### config.mk
export PLATFORM = sky130hd
export DESIGN_NAME = olir_cell
export DESIGN_NICKNAME = d
export VERILOG_FILES = /design/src/ordered_list_insert_remove_unit_defines.svh /design/src/olir_pkg.sv /design/src/olir_cell.sv
export SDC_FILE = /design/constraint.sdc
export NUM_CORES = 1
export LEC_CHECK = 0
export BUFFER_PORTS_ARGS = -buffer_cell sky130_fd_sc_hd__clkbuf_2
export CORE_ASPECT_RATIO = 1.2
export CORE_MARGIN = 2
export CORE_UTILIZATION = 27
export DETAILED_ROUTE_END_ITERATION = 16
export PLACE_DENSITY = 0.55
export SYNTH_ARGS = -nofsm -noshare
export SYNTH_HDL_FRONTEND = slang
export SYNTH_SLANG_ARGS = --single-unit
### constraint.sdc
create_clock -name clk -period 3.3 [get_ports clk]
set_clock_uncertainty 0.15 [all_clocks]
set_input_delay 0.495 -clock clk [delete_from_list [all_inputs] [get_ports clk]]
set_output_delay 0.495 -clock clk [all_outputs]
set_load 0.03 [all_outputs]
### src/ordered_list_insert_remove_unit_defines.svh
// Assertion macros shared by the ordered list unit.
// Expects clk and arst_n to be visible where the macros are used.
`ifndef ORDERED_LIST_INSERT_REMOVE_UNIT_DEFINES_SVH
`define ORDERED_LIST_INSERT_REMOVE_UNIT_DEFINES_SVH

// same-cycle implication
`define OLIR_ASSERT_NOW(label, ante, cons) \
	label: assert property (@(posedge clk) disable iff (!arst_n) (ante) |-> (cons)) \
		else $error("olir assertion failed");

// next-cycle implication
`define OLIR_ASSERT_NEXT(label, ante, cons) \
	label: assert property (@(posedge clk) disable iff (!arst_n) (ante) |=> (cons)) \
		else $error("olir assertion failed");

`endif

### src/olir_pkg.sv
// Shared types and constants for the ordered list unit.
// No dependencies.
package olir_pkg;

	localparam int unsigned DEPTH_DEF = 64;
	localparam int unsigned POS_W     = 7;
	localparam int unsigned DATA_W    = 32;
	localparam int unsigned CNT_MAX   = 127;

	localparam logic [POS_W-1:0] CAP_RESET = 7'd64;

	localparam logic [1:0] OP_INSERT = 2'd0;
	localparam logic [1:0] OP_REMOVE = 2'd1;
	localparam logic [1:0] OP_READ   = 2'd2;
	localparam logic [1:0] OP_CLEAR  = 2'd3;

	localparam logic [1:0] ST_OK      = 2'd0;
	localparam logic [1:0] ST_INVALID = 2'd1;
	localparam logic [1:0] ST_FULL    = 2'd2;

	localparam logic signed [DATA_W-1:0] BAD_READ = -32'sd99;

	// broadcast to every cell of the row
	typedef struct packed {
		logic                     ins;
		logic                     rem;
		logic [POS_W-1:0]         pos;
		logic signed [DATA_W-1:0] value;
	} cell_cmd_t;

endpackage

### src/olir_cell.sv
// One list slot: holds an entry and shifts with its neighbors on insert/remove.
// Depends on olir_pkg.
module olir_cell #(
	parameter int unsigned INDEX = 0
) (
	input  logic                             clk,
	input  olir_pkg::cell_cmd_t              cmd,
	input  logic signed [olir_pkg::DATA_W-1:0] left_data,
	input  logic signed [olir_pkg::DATA_W-1:0] right_data,
	output logic signed [olir_pkg::DATA_W-1:0] data,
	output logic signed [olir_pkg::DATA_W-1:0] hit_data
);
	import olir_pkg::*;

	localparam logic [POS_W-1:0] IDX = POS_W'(INDEX);

	logic signed [DATA_W-1:0] data_q;

	always_ff @(posedge clk) begin
		if (cmd.ins) begin
			if (IDX == cmd.pos) begin
				data_q <= cmd.value;
			end else if (IDX > cmd.pos) begin
				data_q <= left_data;
			end
		end else if (cmd.rem && IDX >= cmd.pos) begin
			data_q <= right_data;
		end
	end

	assign data     = data_q;
	// masked for the OR-tree read
	assign hit_data = (IDX == cmd.pos) ? data_q : '0;

endmodule

# == Word level (Yosys, flattened, before mapping) ==
# Cells that the tools add are included.
# word_totals
regBits,32
in_bits,106
wordCells,13
# classes
magnitude_cmp,2
eq_ne,1
mux,5
reduce_logical,4
# op_table
cell,n
two-way mux 32 bit,5
>= comparator 1 x 7 -> 1 bit (first input constant),1
> comparator 1 x 7 -> 1 bit (first input constant),1
logical NOT 7 bit,1
!= test 3 x 1 -> 1 bit (second input constant),1
AND reduction 2 bit,1
nonzero test 2 bit,1
logical AND 1 bit,1

# == Logic depth before layout (Yosys ltp) ==
# Gate-level depths: netlist of the first run.
# depth
ltp_word,4
mapped_depth,5

# == Worst setup path after synthesis of the first run ==
# OpenSTA, ideal clock, no wires.
# synth_path
path_type,input -> register
start,input port cmd[36] (netlist bit)
end,"register data_q[0], in the netlist data[0] (enable)"
arrival_time_ns,2.210
t_required_ns,2.759
slack_ns,0.549
stages,5
path_buffers,2
path_cell_list,or4_4 -> buf_6 -> nor2_8 -> buf_8 -> o21a_1
# synth_between
elab_chain_len,4
word_cells_on_any_way,7
# synth_rtl
item,line_no,text
"start, declared",olir_cell.sv:7,"input olir_pkg::cell_cmd_t cmd,"
>= comparator 1 x 7 -> 1 bit,olir_cell.sv:26,end else if (cmd.rem && IDX >= cmd.pos) begin
logical AND 1 bit,olir_cell.sv:26,
nonzero test 2 bit (no source line),--,
AND reduction 2 bit (no source line) *,--,
"end signal, assigned",olir_cell.sv:22,data_q <= cmd.value;
"end signal, assigned",olir_cell.sv:24,data_q <= left_data;
"end signal, assigned",olir_cell.sv:27,data_q <= right_data;
"end, declared",olir_cell.sv:17,logic signed [DATA_W-1:0] data_q;
# Every way passes the cells marked *; elsewhere a longest branch is shown, timed or not.
# A chain may end at the register's enable or synchronous reset.

# == Worst setup path in the final report of the first run ==
# layout_path
start,input port cmd[35] (netlist bit)
end,"register data_q[22], in the netlist data[22] (enable)"
# Same word-level chain as after synthesis.

==> results of run 1 <==
[cell type report]
type / instances / share of cell area [%]
clock buffer: 5 / 2.22
clock inverter: 3 / 1.21
inverter: 1 / 0.121
multi-input combinational: 166 / 32.3
sequential: 32 / 31.1
tap: 92 / 3.72
timing repair buffer: 174 / 29.4
[cells by family after synthesis]
logic type | Yosys count | synth area share, %
buffers and inverters | 26 | 6.36
and+or+nand+nor | 93 | 25.3
DFF | 32 | 46.1
AOI/OAI and AO/OA | 73 | 22.3
[layout by cell type (no fill, tap or decap)]
master | Yosys | routed
or4_4 | 1 | 1
a221o_2 | 4 | 4
clkbuf_8 | 0 | 5
clkinv_1 | 0 | 2
a221o_1 | 10 | 10
nor4_4 | 1 | 1
o21ai_0 | 18 | 18
and2_1 | 14 | 14
nor3_4 | 0 | 1
and3_1 | 32 | 32
clkbuf_2 | 0 | 169
inv_1 | 1 | 1
or3_1 | 1 | 1
edfxtp_1 | 32 | 32
nand2_1 | 14 | 14
nor2_8 | 1 | 1
buf_4 | 1 | 3
a31oi_1 | 18 | 18
bufinv_16 | 0 | 1
nor2_1 | 18 | 18
buf_12 | 0 | 2
o21a_2 | 0 | 1
nand3_1 | 10 | 10
a21oi_1 | 22 | 22
[report_power, final]
part           internal [W]  total (W)  switching, W
Sequential         0.000453   0.000454    0.00000110
Clock              0.000220   0.000363      0.000143
Combinational     0.0000827   0.000168     0.0000850
Total              0.000755   0.000985      0.000229
[routing by layer]
| layer | wire [microns] | up-vias | track usage [%] |
|---|---|---|---|
| li1 | - | 1158 | - |
| met1 | 2800 | 1065 | 19.2 |
| met2 | 3780 | 92 | 28.1 |
| met3 | 434 | 4 | 2.55 |
| met4 | 51 | 0 | 4.22 |
| met5 | 0 | - | 0 |
[per-stage QoR]
step / total power (W) / util (%) / setup slack, ns
after CTS: 0.000993 / 40.8 / 0.790
final: 0.000985 / 40.8 / 0.828
after detailed placement: 0.000632 / 39.4 / 0.500
after global routing: 0.00103 / 40.8 / 0.728
after floorplan: 0.000547 / - / 0.549
after global placement: 0.000631 / 39.4 / 0.551
[path summary, 6_finish.rpt]
check | startpoint | endpoint
setup / recovery | cmd[35] | data[22]$_DFFE_PP_
hold / removal | right_data[30] | data[30]$_DFFE_PP_
==> results.ini, run 1 <==
[cells_and_area]
multi_input_area_sq_um=1000
syn_to_final_growth_pct=48.4
final_cells=473
final_nets=486
diodes=0
seq_area_sq_um=961
drive_gt1_share_pct=49.6
fillers=811
final_area_sq_um=3090
largest_register_ffs=32

[grt]
grt_use_total_pct=15.6
antenna_found_initial=0
grt_overflow=0
grt_start_max_net_pins=65
grt_pass1_vias=2240
grt_pass1_wl_mm=10.7

[power_and_ir_drop]
powerDensity_nw_per_um2=318
leakage_nw=1.56
irDropWorstVdd_mv=0.215

[floorplanning]
design.core.area_sq_um=7580
initial_core_util_pct=27.5
io_pins=170
die_w_microns=84.2
dieArea_sq_um=8450
row_count=35
die_y_microns=100

[placed_design]
dpl_cell_area_sq_um=2990
gp_congestion=0.794
dpl.cell_count=465
io_buffers=169
place_hpwl_mm=5.33

[critical_path]
path_depth=5
critPathSlowestCell=or3_1
required_ns=3.14
crit_path_end_kind=flop
path_cells=clkbuf_2, or3_1, nor2_8, o21a_2, buf_12
slowest_delay_ns=0.68
crit_arrival_ns=2.31
crit_buf_inv=2
cp_max_fo=19
path_class=primary input to flop
worstSetupStartpointType=primary input
cp_top_family=simple AND/OR/NAND/NOR gates

[synth]
netlist_instances=224
synth_common_cells=and3_1, edfxtp_1, a21oi_1
netlist_area_sq_um=2090
ys_top_cells_by_area=edfxtp_1, and3_1, a31oi_1
synthFlopType=edfxtp_1
ys_warn_count=0
syn_nets=330
yosys.area.top_type_share_pct=46.1
avgSynthCellArea_sq_um=9.31
ys_ff_latch=32
synthArstFlopShare_pct=0
yosysUniqueCellTypes=23
yosys.area.top_type=edfxtp_1
synth-edff-count=32
seq_area_frac_synth_pct=46.1

[drt]
drt_first_iter_violations=151
postRouteAntennaNets=0
wl_mm=7.07
drc=0
avgViaCountPerCell=4.90
dr.pass1.iters=4
drt-wirelength-per-cell_microns=14.9
num_vias=2319

[min_path]
whs_path_depth=2
min_path_type=primary input to flop

[job]
drv_cap=0

[clocking]
post_cts_resized=0
cts_buffers=5
clockRootBuffer=clkbuf_8
post_cts_buffers=0
clk_pin_slew_ns=0.07
clock_path_buffers=2
tritoncts=yes
clock_sinks=32
holdBufCountCts=0
htreeDepth=2

[timing]
slew_headroom_pct=51.9
slew_violations=0
fmax_mhz=405
fin_crit_sh_pct=74.9
tightest_slew_ns=0.721
rsz0062_at_grt=false
timing.final.hold_violations=0
setup_viol=0
fin_setup_tns_ns=0
finalCriticalPeriod_ns=2.47
finalHoldWorstSlack_ns=0.363

[run_status]
status=completed

Note: power is estimated with default switching activity, not from simulation.
==> inputs of run 2 (changes only) <==
ABC_AREA = 1   (was unset)
PLACE_DENSITY = 0.52   (was 0.55)
clock period = 2 ns   (was 3.3 ns; I/O delays follow)
==> run 2 against run 1 <==
Clock power up 96%. Cell area increased by 27%. Die area grew 35%. Global-route usage decreased by 1.5 points. Combinational power grew 99%. Routed wire length grew 16%. Via count increased by 17%. Setup slack got worse by 0.61 ns. Power up 82%. Largest power group unchanged.
==> results.ini, run 2 <==
[synth]
avgSynthCellArea_sq_um=8.02
synth_common_cells=inv_1, nand2_1, nand3_1
synthFlopType=edfxtp_1
yosys.area.top_type_share_pct=33.6
synthArstFlopShare_pct=0
yosys.area.top_type=edfxtp_1
syn_nets=463
synth-edff-count=32
ys_warn_count=0
yosysUniqueCellTypes=21
seq_area_frac_synth_pct=33.6
netlist_area_sq_um=2860
yosysMostFrequentCell=inv_1
ys_top_cells_by_area=edfxtp_1, inv_1, nor2_4
ys_ff_latch=32
netlist_instances=357

[critical_path]
path_class=primary input to output port
crit_path_end=hit_data[16]
cp_top_family=buffers and inverters
cp_max_fo=16
crit_arrival_ns=1.34
required_ns=1.55
path_cells=clkbuf_2, nor2_2, nand2_4, inv_6, nand2_4, buf_12, nor2_4, clkbuf_2
crit_path_end_kind=output port
crit_buf_inv=4
worstSetupStartpointType=primary input
slowest_delay_ns=0.24
startpoint=cmd[35]
path_depth=8
critPathSlowestCell=buf_12

[cells_and_area]
diodes=0
drive_gt1_share_pct=51.5
seq_area_sq_um=961
multi_input_area_sq_um=1320
final_common_cell=clkbuf_2
largest_register_ffs=32
fillers=1118
final_nets=628
syn_to_final_growth_pct=37.7
final_cell_mix=clkbuf_2, inv_1, nand2_1

[clocking]
post_cts_resized=0
clock_path_buffers=2
cts_buffers=5
clk_pin_slew_ns=0.05
clock_sinks=32
htreeDepth=2
clockRootBuffer=clkbuf_16
tritoncts=yes
holdBufCountCts=0
post_cts_buffers=0

[power_and_ir_drop]
seq_power_share_pct=41.8
p_int_w=0.00135
comb_power_share_pct=18.6
leakage_nw=2.18
irDropWorstVdd_mv=0.283
p_switching_w=0.000450
clockPowerShare_pct=39.6
fin_total_pwr_w=0.00180
powerDensity_nw_per_um2=456
switching_share_pct=25.1

[min_path]
whs_path_depth=3
min_path_type=primary input to flop

[timing]
slew_headroom_pct=63.1
finalHoldWorstSlack_ns=0.153
fmax_mhz=560
fin_crit_sh_pct=89.3
finalCriticalPeriod_ns=1.79
fin_setup_tns_ns=0
tightest_slew_ns=0.553
timing.final.hold_violations=0
setup_viol=0
slew_violations=0
rsz0062_at_grt=false

[placed_design]
io_buffers=169
place_hpwl_mm=6.53
gp_congestion=0.841

[floorplanning]
row_count=41
die_y_microns=117
io_pins=170
initial_core_util_pct=27.5
dieArea_sq_um=11400
die_w_microns=98.0
design.core.area_sq_um=10400

[grt]
grt_pass1_wl_mm=12.9
antenna_found_initial=0
grt_overflow=0
grt_start_max_net_pins=33
grt_pass1_vias=2703
grt_use_total_pct=14.1

[drt]
wl_mm=8.22
drt-wirelength-per-cell_microns=12.6
avgViaCountPerCell=4.18
drc=0
postRouteAntennaNets=0
drt_first_iter_violations=120
num_vias=2721
dr.pass1.iters=5

[run_status]
status=completed

[job]
drv_cap=0

## run 2: cell count changes after synthesis, moves of 22 or more
cell / change
a21oi_1: -22
and3_1: -32
inv_1: +96
nand2_1: +50
nand3_1: +44
nor2_4: +30
o21ai_2: +30
## run 2: metal layers
layer / global-route usage (%) / routed length, microns / up-vias
li1: - / - / 1409
met1: 17.0 / 3250 / 1212
met2: 26.4 / 4420 / 91
met3: 1.60 / 397 / 9
met4: 4.35 / 154 / 0
met5: 0 / 0 / -
## run 2: worst min-delay path by stage
stage | start | endpoint | slack, ns
floorplan | right_data[10] | data[10]$_DFFE_PP_ | 0.34
global placement | right_data[6] | data[6]$_DFFE_PP_ | 0.43
detailed placement | right_data[28] | data[28]$_DFFE_PP_ | 0.43
CTS | right_data[6] | data[6]$_DFFE_PP_ | 0.15
global route | right_data[1] | data[1]$_DFFE_PP_ | 0.16
finish | right_data[17] | data[17]$_DFFE_PP_ | 0.15
## run 2: cells by family after synthesis
family,count (synthesis),synth area share [%]
AOI/OAI and AO/OA,32,9.53
buffers and inverters,123,20.5
DFF,32,33.6
and+or+nand+nor,170,36.4
## run 2: power by group through the flow
stage / logic, W / clock network (W) / registers (W)
final: 0.000335 / 0.000711 / 0.000750
after floorplan: 0.000186 / 0 / 0.000770
after CTS: 0.000339 / 0.000735 / 0.000750
after global placement: 0.000335 / 0 / 0.000764
after detailed placement: 0.000337 / 0 / 0.000764
after global routing: 0.000380 / 0.000764 / 0.000750
## run 2: cell type report
class,instances,area share (%)
clock buffers,6,3.27
multi-input cells,202,33.6
inverters,101,9.75
clock inverters,1,0.127
flip-flops and latches,32,24.4
well taps,129,4.10
repair buffers,180,24.8
## run 2: through the flow
stage          cells  instance area [sq um]  util [%]  setup slack (ns)
3_5_place_dp     644                   3810      36.6             0.203
4_1_cts          651                   3940      37.8             0.199
5_1_grt          651                   3940      37.8             0.142
2_1_floorplan    357                   2870         -             0.247
6_report         651                   3940      37.8             0.214
3_3_place_gp     644                   3810      36.6             0.214
==> inputs of run 3 (changes only) <==
CELL_PAD_IN_SITES_DETAIL_PLACEMENT = 2   (was unset)
CELL_PAD_IN_SITES_GLOBAL_PLACEMENT = 2   (was unset)
CORE_UTILIZATION = 21   (was 27)
PLACE_DENSITY = 0.74   (was 0.52)
SETUP_SLACK_MARGIN = 0.5   (was unset)
==> run 3 against run 2 <==
Cell area grew 15%. Fmax grew 8.1%. Critical path type unchanged. Hold slack gained 0.0034 ns. Routed wire length grew 43%. Via count grew 7.7%. Sequential power is essentially flat. Critical path depth is the same. Cell count grew 7.1%. Setup slack gained 0.13 ns. Clock power grew 21%.
==> results.ini, run 3 (synthesized netlist as in run 2, its figures left out) <==
[run_status]
status=completed

[floorplanning]
initial_core_util_pct=21.5
io_pins=170
die_y_microns=132
design.core.area_sq_um=13300
die_w_microns=111
row_count=46
dieArea_sq_um=14600

[timing]
slew_violations=0
slew_headroom_pct=58.3
finalCriticalPeriod_ns=1.65
fin_crit_sh_pct=82.6
fmax_mhz=605
tightest_slew_ns=0.624
fin_setup_tns_ns=0
setup_viol=0
rsz0062_at_grt=true
fin_ws_ns=0.348
timing.final.hold_violations=0

[clocking]
clock_path_buffers=2
cts_buffers=5
holdBufCountCts=0
clockRootBuffer=clkbuf_16
clock_sinks=32
htreeDepth=2
tritoncts=yes
clk_pin_slew_ns=0.05

[drt]
drt_first_iter_violations=74
drt-wirelength-per-cell_microns=16.9
avgViaCountPerCell=4.20
dr.pass1.iters=4
drc=0
wl_mm=11.8
num_vias=2930
postRouteAntennaNets=0

[cells_and_area]
final_nets=634
final_cell_mix=clkbuf_2, inv_1, nand2_1
largest_register_ffs=32
syn_to_final_growth_pct=57.9
drive_gt1_share_pct=52.6
diodes=0
final_common_cell=clkbuf_2

[placed_design]
dp_slack_ns=0.224
io_buffers=169
place_hpwl_mm=8.92
gp_congestion=0.759

[power_and_ir_drop]
clockPowerShare_pct=43.2
irDropWorstVdd_mv=0.244
powerDensity_nw_per_um2=442
p_switching_w=0.000500
switching_share_pct=25.0
seq_power_share_pct=37.5
p_int_w=0.00150
leakage_nw=2.33
comb_power_share_pct=19.3

[grt]
antenna_found_initial=0
grt_pass1_wl_mm=17.8
grt_overflow=0
grt_start_max_net_pins=34
grt_use_total_pct=15.4
grt_pass1_vias=3274

[job]
drv_cap=0

[critical_path]
crit_arrival_ns=1.20
path_class=primary input to output port
crit_path_end_kind=output port
cp_max_fo=16
worstSetupStartpointType=primary input
required_ns=1.55

[min_path]
min_path_type=primary input to flop

[run 3: worst max-delay path, cell delays in order]
cell	delay [ns]
buf_6	0.10
nor2_4	0.11
nand2_4	0.07
inv_6	0.07
nand2_8	0.07
buf_12	0.18
nor2_4	0.11
clkbuf_8	0.17
[run 3: power by group through the flow]
stage                     Combinational (W)  Sequential (W)  Clock (W)
final                              0.000385        0.000750   0.000863
after global routing               0.000431        0.000750   0.000909
after CTS                          0.000369        0.000750   0.000882
after detailed placement           0.000362        0.000764          0
after global placement             0.000348        0.000764          0
after floorplan                    0.000188        0.000770          0
[run 3: repair_timing]
action | 4_1_cts | 5_1_grt
resized for setup | 62 | 29
endpoints found under the hold margin | 0 | 0
gates cloned | 0 | 3
pin swaps | 0 | 1
setup buffers | 1 | 2
endpoints found under the setup margin | 32 | 51
[run 3: final cells by class]
class                      count  area [sq um]
clock buffer                   5           125
sequential                    32           961
inverter                     101           387
tap                          168           210
clock inverter                 3          37.5
multi-input combinational    202          1360
timing repair buffer         186          1440
fill                        1520          8780
[run 3: path summary, 6_finish.rpt]
path,start,end,depth (start not counted)
max,cmd[37],hit_data[23],8
min,right_data[15],data[15]$_DFFE_PP_,3
[run 3: routing by layer]
| metal | GRT usage (%) | vias to the layer above | wire length (microns) |
|---|---|---|---|
| met2 | 30.4 | 99 | 6510 |
| met5 | 0 | - | 0 |
| li1 | - | 1428 | - |
| met3 | 2.11 | 17 | 444 |
| met1 | 16.7 | 1386 | 4460 |
| met4 | 4.86 | 0 | 340 |
[run 3: stage by stage]
step,hold WS (ns),total power (W),area [sq um],std cells,utilization [%]
CTS,0.148,0.00200,4350,692,32.7
global placement,0.426,0.00111,3910,683,29.4
floorplan,0.336,0.000958,2890,357,-
global route,0.171,0.00209,4520,697,34.0
detailed placement,0.429,0.00113,3910,683,29.4
finish,0.157,0.00200,4520,697,34.0
